**src/hdl/bgl_pkg.sv**
```systemverilog
package bgl_pkg;

   // Width of each operand and result field on the stream ports
   localparam int FIELD_WIDTH = 32;
   // Default working width of the operands (range 8 to 32)
   localparam int OPERAND_WIDTH_DEF = 32;
   // Width of the operation selector
   localparam int OP_WIDTH = 2;

   // Operation codes; code 3 is unused and returns zero
   typedef enum logic [OP_WIDTH-1:0] {
      OP_GCD  = 2'd0,
      OP_LCM  = 2'd1,
      OP_SLCM = 2'd2
   } op_type;

   // Sequencer states
   typedef enum logic [2:0] {
      ST_IDLE,
      ST_GCD,
      ST_DIV,
      ST_MUL,
      ST_FIN
   } state_type;

   // Status from the shared subtractor
   typedef struct packed {
      logic borrow;
      logic zero;
   } sub_flags_type;

endpackage

```
**src/hdl/bgl_sub_unit.sv**
```systemverilog
module bgl_sub_unit #(
   parameter int WIDTH = bgl_pkg::OPERAND_WIDTH_DEF + 1
) (
   input  logic [WIDTH-1:0]      minuend,
   input  logic [WIDTH-1:0]      subtrahend,
   output logic [WIDTH-1:0]      diff,
   output logic [WIDTH-1:0]      abs_diff,
   output bgl_pkg::sub_flags_type flags
);
   import bgl_pkg::*;

   logic [WIDTH:0] wide;

   // One subtract serves compare, difference and magnitude
   assign wide     = {1'b0, minuend} - {1'b0, subtrahend};
   assign diff     = wide[WIDTH-1:0];
   assign abs_diff = wide[WIDTH] ? (~wide[WIDTH-1:0] + WIDTH'(1)) : wide[WIDTH-1:0];

   always_comb begin
      flags.borrow = wide[WIDTH];
      flags.zero   = (wide == '0);
   end

endmodule

```
**src/hdl/binary_gcd_lcm_unit_core.sv**
```systemverilog
// Binary GCD / LCM unit.
// Request channel (req_*): tuser carries the operation (0 unsigned gcd,
// 1 unsigned lcm, 2 signed lcm), tdata carries operand_a in bits 31:0 and
// operand_b in bits 63:32. Only the low OPERAND_WIDTH bits of each are used.
// Response channel (rsp_*): tdata carries the result (low OPERAND_WIDTH bits,
// upper bits zero), tuser carries the overflow flag.
// One request is processed at a time; req_tready is high only while idle.
// Sequence: gcd takes a load step, shift-subtract steps and a finish step;
// lcm adds W restoring division steps and a multiply step. The gcd and
// division steps share a single (W+1)-bit subtractor; the multiply does not.
// Unused op code 3 goes from load straight to the finish step with result 0.
// The finished response sits in an output register; the next request is
// accepted while it waits. If the receiver stalls and the register is still
// full when the next result is ready, the sequencer holds in its final state.
// Synchronous reset returns to idle with no response pending.
module binary_gcd_lcm_unit_core #(
   parameter int OPERAND_WIDTH = bgl_pkg::OPERAND_WIDTH_DEF
) (
   input  logic                            clock,
   input  logic                            reset,
   // request
   input  logic                            req_tvalid,
   output logic                            req_tready,
   input  logic [2*bgl_pkg::FIELD_WIDTH-1:0] req_tdata,  // operand_a, operand_b
   input  logic [bgl_pkg::OP_WIDTH-1:0]    req_tuser,   // op
   // response
   output logic                            rsp_tvalid,
   input  logic                            rsp_tready,
   output logic [bgl_pkg::FIELD_WIDTH-1:0] rsp_tdata,   // result
   output logic                            rsp_tuser    // overflow
);
   import bgl_pkg::*;

   localparam int W     = OPERAND_WIDTH;
   localparam int CNT_W = $clog2(W);

   state_type         state_ff, state_in;
   op_type            op_ff, op_in;
   logic              neg_ff, neg_in;
   logic              zero_ff, zero_in;
   logic [W-1:0]      x_ff, x_in;
   logic [W-1:0]      y_ff, y_in;
   logic [W-1:0]      a_ff, a_in;
   logic [W-1:0]      b_ff, b_in;
   logic [W-1:0]      g_ff, g_in;
   logic [W-1:0]      rem_ff, rem_in;
   logic [CNT_W-1:0]  twos_ff, twos_in;
   logic [CNT_W-1:0]  cnt_ff, cnt_in;
   logic [2*W-1:0]    m_ff, m_in;
   logic              rsp_valid_ff, rsp_valid_in;
   logic [W-1:0]      res_ff, res_in;
   logic              ovf_ff, ovf_in;

   logic              accept;
   logic              load_out;
   logic              gcd_done;
   logic [W-1:0]      req_a, req_b;
   logic              a_neg, b_neg;
   logic [W-1:0]      a_mag, b_mag;
   logic [W:0]        sub_a, sub_b, sub_diff, sub_abs;
   sub_flags_type     sub_flags;
   logic [W:0]        div_shift;
   logic [2*W-1:0]    product;
   logic [W-1:0]      gcd_sel;

   assign accept   = req_tvalid && req_tready;
   assign load_out = (state_ff == ST_FIN) && (!rsp_valid_ff || rsp_tready);

   // Operand extraction and signed magnitudes
   assign req_a = req_tdata[W-1:0];
   assign req_b = req_tdata[FIELD_WIDTH+W-1:FIELD_WIDTH];
   assign a_neg = (op_type'(req_tuser) == OP_SLCM) && req_a[W-1];
   assign b_neg = (op_type'(req_tuser) == OP_SLCM) && req_b[W-1];
   assign a_mag = a_neg ? (~req_a + W'(1)) : req_a;
   assign b_mag = b_neg ? (~req_b + W'(1)) : req_b;

   // Shared subtractor: gcd compare/subtract or division trial subtract
   assign div_shift = {rem_ff, a_ff[W-1]};
   always_comb begin
      if (state_ff == ST_DIV) begin
         sub_a = div_shift;
         sub_b = {1'b0, g_ff};
      end else begin
         sub_a = {1'b0, x_ff};
         sub_b = {1'b0, y_ff};
      end
   end

   bgl_sub_unit #(
      .WIDTH (W + 1)
   ) u_sub (
      .minuend    (sub_a),
      .subtrahend (sub_b),
      .diff       (sub_diff),
      .abs_diff   (sub_abs),
      .flags      (sub_flags)
   );

   assign gcd_done = (x_ff == '0) || (y_ff == '0) || sub_flags.zero;
   assign gcd_sel  = (x_ff == '0) ? y_ff : x_ff;
   assign product  = (2*W)'(a_ff) * (2*W)'(b_ff);

   // Next state
   always_comb begin
      state_in = state_ff;
      unique case (state_ff)
         ST_IDLE: begin
            if (accept) begin
               if (req_tuser == OP_GCD || req_tuser == OP_LCM || req_tuser == OP_SLCM)
                  state_in = ST_GCD;
               else
                  state_in = ST_FIN;
            end
         end
         ST_GCD: begin
            if (gcd_done) begin
               if (op_ff == OP_GCD || zero_ff)
                  state_in = ST_FIN;
               else
                  state_in = ST_DIV;
            end
         end
         ST_DIV: begin
            if (cnt_ff == CNT_W'(W - 1))
               state_in = ST_MUL;
         end
         ST_MUL: begin
            state_in = ST_FIN;
         end
         ST_FIN: begin
            if (load_out)
               state_in = ST_IDLE;
         end
         default: state_in = ST_IDLE;
      endcase
   end

   // Datapath updates
   always_comb begin
      op_in   = op_ff;
      neg_in  = neg_ff;
      zero_in = zero_ff;
      x_in    = x_ff;
      y_in    = y_ff;
      a_in    = a_ff;
      b_in    = b_ff;
      g_in    = g_ff;
      rem_in  = rem_ff;
      twos_in = twos_ff;
      cnt_in  = cnt_ff;
      m_in    = m_ff;
      unique case (state_ff)
         ST_IDLE: begin
            if (accept) begin
               op_in   = op_type'(req_tuser);
               neg_in  = b_neg ? (!a_neg && req_a != '0) : a_neg;
               zero_in = (req_a == '0) || (req_b == '0);
               x_in    = a_mag;
               y_in    = b_mag;
               a_in    = a_mag;
               b_in    = b_mag;
               g_in    = '0;
               twos_in = '0;
               m_in    = '0;
            end
         end
         ST_GCD: begin
            priority if (gcd_done) begin
               g_in   = gcd_sel << twos_ff;
               rem_in = '0;
               cnt_in = '0;
               m_in   = '0;
            end else if (!x_ff[0] && !y_ff[0]) begin
               twos_in = twos_ff + CNT_W'(1);
               x_in    = x_ff >> 1;
               y_in    = y_ff >> 1;
            end else if (!x_ff[0]) begin
               x_in = x_ff >> 1;
            end else if (!y_ff[0]) begin
               y_in = y_ff >> 1;
            end else begin
               // both odd: larger becomes |x-y|/2, the smaller stays
               x_in = sub_abs[W:1];
               y_in = sub_flags.borrow ? x_ff : y_ff;
            end
         end
         ST_DIV: begin
            // restoring division step; quotient bits shift into a_ff
            if (!sub_flags.borrow)
               rem_in = sub_diff[W-1:0];
            else
               rem_in = div_shift[W-1:0];
            a_in   = {a_ff[W-2:0], !sub_flags.borrow};
            cnt_in = cnt_ff + CNT_W'(1);
         end
         ST_MUL: begin
            m_in = product;
         end
         ST_FIN: begin
         end
         default: begin
         end
      endcase
   end

   // Result formatting and output register
   always_comb begin
      res_in       = res_ff;
      ovf_in       = ovf_ff;
      rsp_valid_in = rsp_valid_ff && !rsp_tready;
      if (load_out) begin
         rsp_valid_in = 1'b1;
         unique case (op_ff)
            OP_GCD: begin
               res_in = g_ff;
               ovf_in = 1'b0;
            end
            OP_LCM: begin
               res_in = m_ff[W-1:0];
               ovf_in = |m_ff[2*W-1:W];
            end
            OP_SLCM: begin
               if (neg_ff) begin
                  res_in = ~m_ff[W-1:0] + W'(1);
                  ovf_in = (|m_ff[2*W-1:W]) || (m_ff[W-1] && (|m_ff[W-2:0]));
               end else begin
                  res_in = m_ff[W-1:0];
                  ovf_in = |m_ff[2*W-1:W-1];
               end
            end
            default: begin
               res_in = '0;
               ovf_in = 1'b0;
            end
         endcase
      end
   end

   // Control registers
   always_ff @(posedge clock) begin
      if (reset) begin
         state_ff     <= ST_IDLE;
         rsp_valid_ff <= 1'b0;
      end else begin
         state_ff     <= state_in;
         rsp_valid_ff <= rsp_valid_in;
      end
   end

   // Payload registers
   always_ff @(posedge clock) begin
      op_ff   <= op_in;
      neg_ff  <= neg_in;
      zero_ff <= zero_in;
      x_ff    <= x_in;
      y_ff    <= y_in;
      a_ff    <= a_in;
      b_ff    <= b_in;
      g_ff    <= g_in;
      rem_ff  <= rem_in;
      twos_ff <= twos_in;
      cnt_ff  <= cnt_in;
      m_ff    <= m_in;
      res_ff  <= res_in;
      ovf_ff  <= ovf_in;
   end

   assign req_tready = (state_ff == ST_IDLE);
   assign rsp_tvalid = rsp_valid_ff;
   assign rsp_tdata  = FIELD_WIDTH'(res_ff);
   assign rsp_tuser  = ovf_ff;

endmodule

```
**config.mk**
```make
export PLATFORM = sky130hd
export DESIGN_NAME = binary_gcd_lcm_unit_core
export DESIGN_NICKNAME = d
export VERILOG_FILES = /design/src/hdl/bgl_pkg.sv /design/src/hdl/bgl_sub_unit.sv /design/src/hdl/binary_gcd_lcm_unit_core.sv
export SDC_FILE = /design/constraint.sdc
export NUM_CORES = 2
export LEC_CHECK = 0
export ABC_AREA = 1
export BUFFER_PORTS_ARGS = -buffer_cell sky130_fd_sc_hd__buf_2
export CORE_AREA = 2 2 480 482
export CTS_CLUSTER_SIZE = 28
export DETAILED_ROUTE_END_ITERATION = 10
export DIE_AREA = 0 0 482 484
export PLACE_DENSITY_LB_ADDON = 0.1
export SETUP_SLACK_MARGIN = 0.05
export SLEW_MARGIN = 30
export SYNTH_ARGS = -nofsm -noshare
export SYNTH_HDL_FRONTEND = slang
export SYNTH_HIERARCHICAL = 1
export SYNTH_SLANG_ARGS = --single-unit
```
**constraint.sdc**
```tcl
create_clock -name clock -period 8.5 [get_ports clock]
set_input_delay 0.85 -clock clock [delete_from_list [all_inputs] [get_ports clock]]
set_output_delay 0.85 -clock clock [all_outputs]
set_load 0.02 [all_outputs]
```
; Word-level counts from Yosys, hierarchy flattened
; Cells that the tools add are included.
[totals]
out_inout_bits = 35
ff_bits = 307
word_cells = 146
in_bits = 70
[op_classes]
multipliers = 1
muxes = 48
add_sub_neg = 7
n_eq_ne = 18
reduce_logical = 49
bitwise = 4
n_shift = 1
[op_table]
columns = cell, n
row1 = 2-to-1 mux 32 bit, 20
row2 = case mux 32 bit (2 select lines), 5
row3 = case mux 64 bit (3 select lines), 1
row4 = logical NOT 32 bit, 4
row5 = 2-to-1 mux 64 bit, 2
row6 = adder 32 x 1 -> 32 bit (second input constant), 3
row7 = NOT 32 bit, 3
row8 = case mux 32 bit (3 select lines), 1
row9 = 2-to-1 mux 33 bit, 2
row10 = multiplier 32 x 32 -> 64 bit, 1
row11 = logical NOT 34 bit, 1
row12 = subtractor 33 x 32 -> 34 bit, 1
row13 = adder 33 x 1 -> 33 bit (second input constant), 1
row14 = NOT 33 bit, 1
row15 = OR reduction 33 bit, 1
row16 = nonzero test 32 bit, 1
row17 = OR reduction 32 bit, 1
row18 = left shift 32 x 5 -> 32 bit, 1
row19 = OR reduction 31 bit, 1
row20 = 2-to-1 mux 5 bit, 4
row21 = case mux 5 bit (2 select lines), 2
row22 = 2-to-1 mux 3 bit, 6
row23 = AND reduction 4 bit, 4
row24 = case mux 3 bit (5 select lines), 1
row25 = other kinds (24), 60

; Logic depth before layout (Yosys ltp)
[logic_depth]
word_depth = 11
mapped_depth = 34
depth_no_buf = 32

; Cells and area by module
; The synthesis kept the hierarchy.
[modules_own_cells]
columns = module, n_inst, cells_each, seq_area_each_um2, area_per_inst_um2
row1 = binary_gcd_lcm_unit_core, 1, 6821, 9178.8, 52639.2
row2 = bgl_sub_unit, 1, 864, 0.0, 4067.7

; Worst setup path before layout
; OpenSTA, ideal clock, no wires.
[synth_timing]
path_kind = reg-to-reg
startpoint = register a_ff[21]
endpoint = register m_ff[33] (data pin)
period_less_slack_ps = 6520
setup_time_ps = 260
n_path_buf = 2
path_slack_ps = 1980
path_stages_with_launch = 27
required_time_ps = 8240
arrival_time_ps = 6260
cell_sequence = edfxtp_1 > clkbuf_1 > clkbuf_1 > nand2_1 > fa_1 > inv_1 > fa_1 > inv_1 > fa_1 > inv_1 > fa_1 > inv_1 > fa_1 > fa_1 > fa_1 > fa_1 > inv_1 > ha_1 > nand2_1 > nor2_1 > inv_1 > nor2_1 > inv_1 > o21ai_0 > a31oi_1 > o21ai_0 > a21oi_1
[synth_via]
elab_chain_len = 2
[synth_lines]
columns = item, line_no
row1 = from (decl), binary_gcd_lcm_unit_core.sv:43  ; logic [W-1:0] a_ff, a_in;
row2 = from (signal assigned), binary_gcd_lcm_unit_core.sv:257  ; a_ff <= a_in;
row3 = multiplier 32 x 32 -> 64 bit, binary_gcd_lcm_unit_core.sv:101  ; assign product = (2*W)'(a_ff) * (2*W)'(b_ff);
row4 = case mux 64 bit (3 select lines), binary_gcd_lcm_unit_core.sv:152  ; unique case (state_ff)
row5 = to (signal assigned), binary_gcd_lcm_unit_core.sv:263  ; m_ff <= m_in;
row6 = to (decl), binary_gcd_lcm_unit_core.sv:49  ; logic [2*W-1:0] m_ff, m_in;
; Every way passes these cells.
; A chain may end at the register's enable or synchronous reset.

; Final worst setup path
[layout_timing]
startpoint = register a_ff[7]
endpoint = register m_ff[32] (data pin)
; The elaborated chain is that of the path after synthesis.

==> impl_metrics.csv <==
group,metric,value,unit
status,status,"completed",
grt,grt_max_degree,79,
cts,clock_latency,640,ps
critical_path,slowest_delay,990,ps
flow_run,max_cap_viol_count,0,
grt,grt_usage,0.2009,
critical_path,required,8880,ps
die,io-pin-count,105,
cts,clock_sinks,307,
hold_path,min_path_cells,2,
sta,period_share,0.9381,
yosys,ys_seq_area_frac,0.1619,
route,vias,48330,
route,vias_per_cell,4.511,
sta,maxSlewViolCount,0,
sta,fin_worst_skew,27.51,ps
route,drt_iter0_drc,3417,
critical_path,r2r_slack,530,ps
sta,hold_viol,0,
route,dr.pass1.iters,7,
die,die_w,482,µm
critical_path,critical_path_arrival,8350,ps
grt,grt_overflow,0,
placed_design,placed_area,0.06137,mm²
route,drc,0,
yosys,avgSynthCellArea,7.379,µm²
sta,relSlewSlack,0.3251,
finish,final_cell_mix,"nand2_1, inv_1, fa_1",
cts,cts_made_buffers,43,
die,die_h,484,µm
critical_path,path_buf_inv,4,
route,finalWirelength,232.6,mm
sta,finalSetupViolCount,0,
route,top_layer,"met5",
critical_path,rr_startpoint,"a_ff[7]$_DFFE_PP_",
cts,tritoncts,"yes",
critical_path,cp-start-kind,"flip-flop",
yosys,yosys-top-cells-area,"fa_1, edfxtp_1, nand2_1",
critical_path,cp_max_fo,16,
cts,cts-hold-fix-buffers,0,
critical_path,r2r-end,"m_ff[32]$_SDFFCE_PN0P_",
finish,seq_area,0.009179,mm²
cts,clkTransAtPathRegs,60,ps
yosys,synth.top_cell.area_share,0.3167,
die,rows,176,
cts,cts_buffer_depth,3,
hold_path,min_to,"state_ff[1]$_SDFFE_PP0P_",
placed_design,dp_hpwl,193.9,mm
yosys,syn_inst,7685,
die,core_area,0.2286,mm²
route,drt-met1-wl,108.7,mm
sta,rsz0062_at_grt,"false",
grt,grt_pass1_vias,51070,
die,dieArea,0.2333,mm²
yosys,synth_warnings,6,
die,initial_core_util,0.2481,
finish,layout-drive-gt1-share,0.05780,
placed_design,portBuffers,104,
route,met2WireLength,109.4,mm
critical_path,worst_path_most_repeated_cell,"fa_1",
grt,grt_pass1_wl,348.3,mm
cts,cts_root_buf,"clkbuf_16",
yosys,synth-edff-count,303,
hold_path,hold_class,"primary input to flip-flop",
cts,post_cts_buffers,0,
finish,final_cells,10710,
critical_path,critPathSlowestCell,"edfxtp_1",
yosys,async_flop_share,0,
cts,ctsResizeCount,0,
route,wl_per_cell,21.71,µm
grt,antenna_found_initial,11,
sta,fmax,0.1254,GHz
placed_design,gp_congestion,0.8962,
sta,worst_slew_pin_slew,1012,ps
hold_path,hold_start,"reset",
critical_path,crit_path_end_kind,"flip-flop",
finish,n_fill_cell,25330,
yosys,synth_flop_cell,"edfxtp_1",
yosys,yosysTopAreaCell,"fa_1",
yosys,ys_types,56,
route,drtAntennaViolNets,0,
sta,min_period,7974,ps
finish,nets,8927,
critical_path,ff2ff_path_depth,22,
finish,layout_commonest_cell,"nand2_1",
placed_design,place_inst,10630,
critical_path,crit_chain,"buf_4 > nand2_1 > inv_1 > fa_1 > fa_1 > inv_1 > fa_1 > fa_1 > inv_1 > fa_1 > fa_1 > fa_1 > fa_1 > ha_1 > nand2_1 > nor2_1 > nand2_1 > o211ai_1 > nand2_1 > nand2_1 > a21oi_1 > o21a_1",
finish,syn_to_final_growth,10.57,%
route,wl_met3,9.294,mm
critical_path,crit_family,"adder cells",
yosys,syn-num-nets,8959,
yosys,synth-seq-cells,307,
cts,htree_levels,2,
critical_path,critPathKind,"flip-flop to flip-flop",
sta,fin_setup_tns,0,ps
finish,fin_area,0.06270,mm²
yosys,synth.cell_area,0.05671,mm²
finish,multi_input_comb_area,0.03911,mm²
## worst register-to-register path: stages (launching register included)
cell and delay, ps:
edfxtp_1 990, buf_4 400, nand2_1 70, inv_1 90
fa_1 450, fa_1 530, inv_1 60, fa_1 450
fa_1 390, inv_1 70, fa_1 440, fa_1 510
fa_1 590, fa_1 500, ha_1 500, nand2_1 140
nor2_1 210, nand2_1 200, o211ai_1 590, nand2_1 170
nand2_1 160, a21oi_1 80, o21a_1 150
## layer usage
layer | global-route usage | vias to the layer above
met5 | 0 | -
met4 | 0.04171 | 8
met3 | 0.01889 | 176
met2 | 0.3341 | 999
met1 | 0.2820 | 24350
li1 | - | 22800
## synthesized netlist by cell type, drive strengths merged, types with 2 or more instances
cell / instances
a21boi: 5
buf: 41
nor2: 466
fa: 897
inv: 1893
o311ai: 2
o21ai: 227
nand2: 2216
o21a: 8
nor4: 29
dfxtp: 4
o22ai: 2
ha: 307
nand4: 38
a31oi: 60
a221oi: 2
nand3: 395
a21o: 13
nand3b: 7
xnor2: 19
nor3: 44
nor3b: 3
o211ai: 7
clkbuf: 309
and2: 6
or2: 11
xor2: 65
a21oi: 280
edfxtp: 303
o21bai: 16
## worst max-delay path by stage
stage | end | start | slack [ps] | cells after the start
after floorplan | m_ff[33]$_SDFFCE_PN0P_ | a_ff[21]$_DFFE_PP_ | 1980 | 26
after global placement | m_ff[32]$_SDFFCE_PN0P_ | a_ff[5]$_DFFE_PP_ | 400 | 22
after detailed placement | m_ff[32]$_SDFFCE_PN0P_ | a_ff[7]$_DFFE_PP_ | 590 | 25
after CTS | m_ff[40]$_SDFFCE_PN0P_ | a_ff[7]$_DFFE_PP_ | 570 | 25
after global routing | m_ff[40]$_SDFFCE_PN0P_ | a_ff[7]$_DFFE_PP_ | 190 | 24
final | m_ff[32]$_SDFFCE_PN0P_ | a_ff[7]$_DFFE_PP_ | 530 | 22
## cell families (layout without fill, tap and decap cells)
kind of cell / Yosys count / in the layout / share of synthesized area
buf+inv: 2244 / 2241 / 0.1494
simple gates: 3217 / 3217 / 0.2313
mux: 1 / 1 / 0.0001765
other cells: 1 / 6 / 0.00006613
fa+ha+maj: 1204 / 1204 / 0.3844
flops: 307 / 307 / 0.1619
xor+xnor: 84 / 84 / 0.01297
compound gates: 627 / 627 / 0.05979
## flip-flops by register name, indices dropped and copies added, names as in the netlist, 5 cells and up
name,count
y_ff,32
rem_ff,32
cnt_ff,5
g_ff,32
b_ff,32
a_ff,32
m_ff,64
rsp_tdata,32
twos_ff,5
x_ff,32
## final cells by class
cell class / count / area share
multi-input combinational: 5134 / 0.6237
inverter: 1894 / 0.1134
sequential: 307 / 0.1464
antenna: 5 / 0.0001995
clock inverter: 25 / 0.003592
clock buffer: 49 / 0.01752
tap: 3026 / 0.06038
timing repair buffer: 273 / 0.03486
## through the flow
stage / setup slack, ps / hold WS (ps) / util
5_1_grt: 191.7 / 409.4 / 0.2743
2_1_floorplan: 1980 / 534.6 / -
6_report: 525.9 / 419.0 / 0.2743
3_5_place_dp: 590.2 / 525.4 / 0.2685
3_3_place_gp: 404.2 / 516.6 / 0.2681
4_1_cts: 567.1 / 367.5 / 0.2743
Power is left out: the tool's default activity adds up to more than one toggle a clock period on the data nets, which glitch-free logic cannot reach.
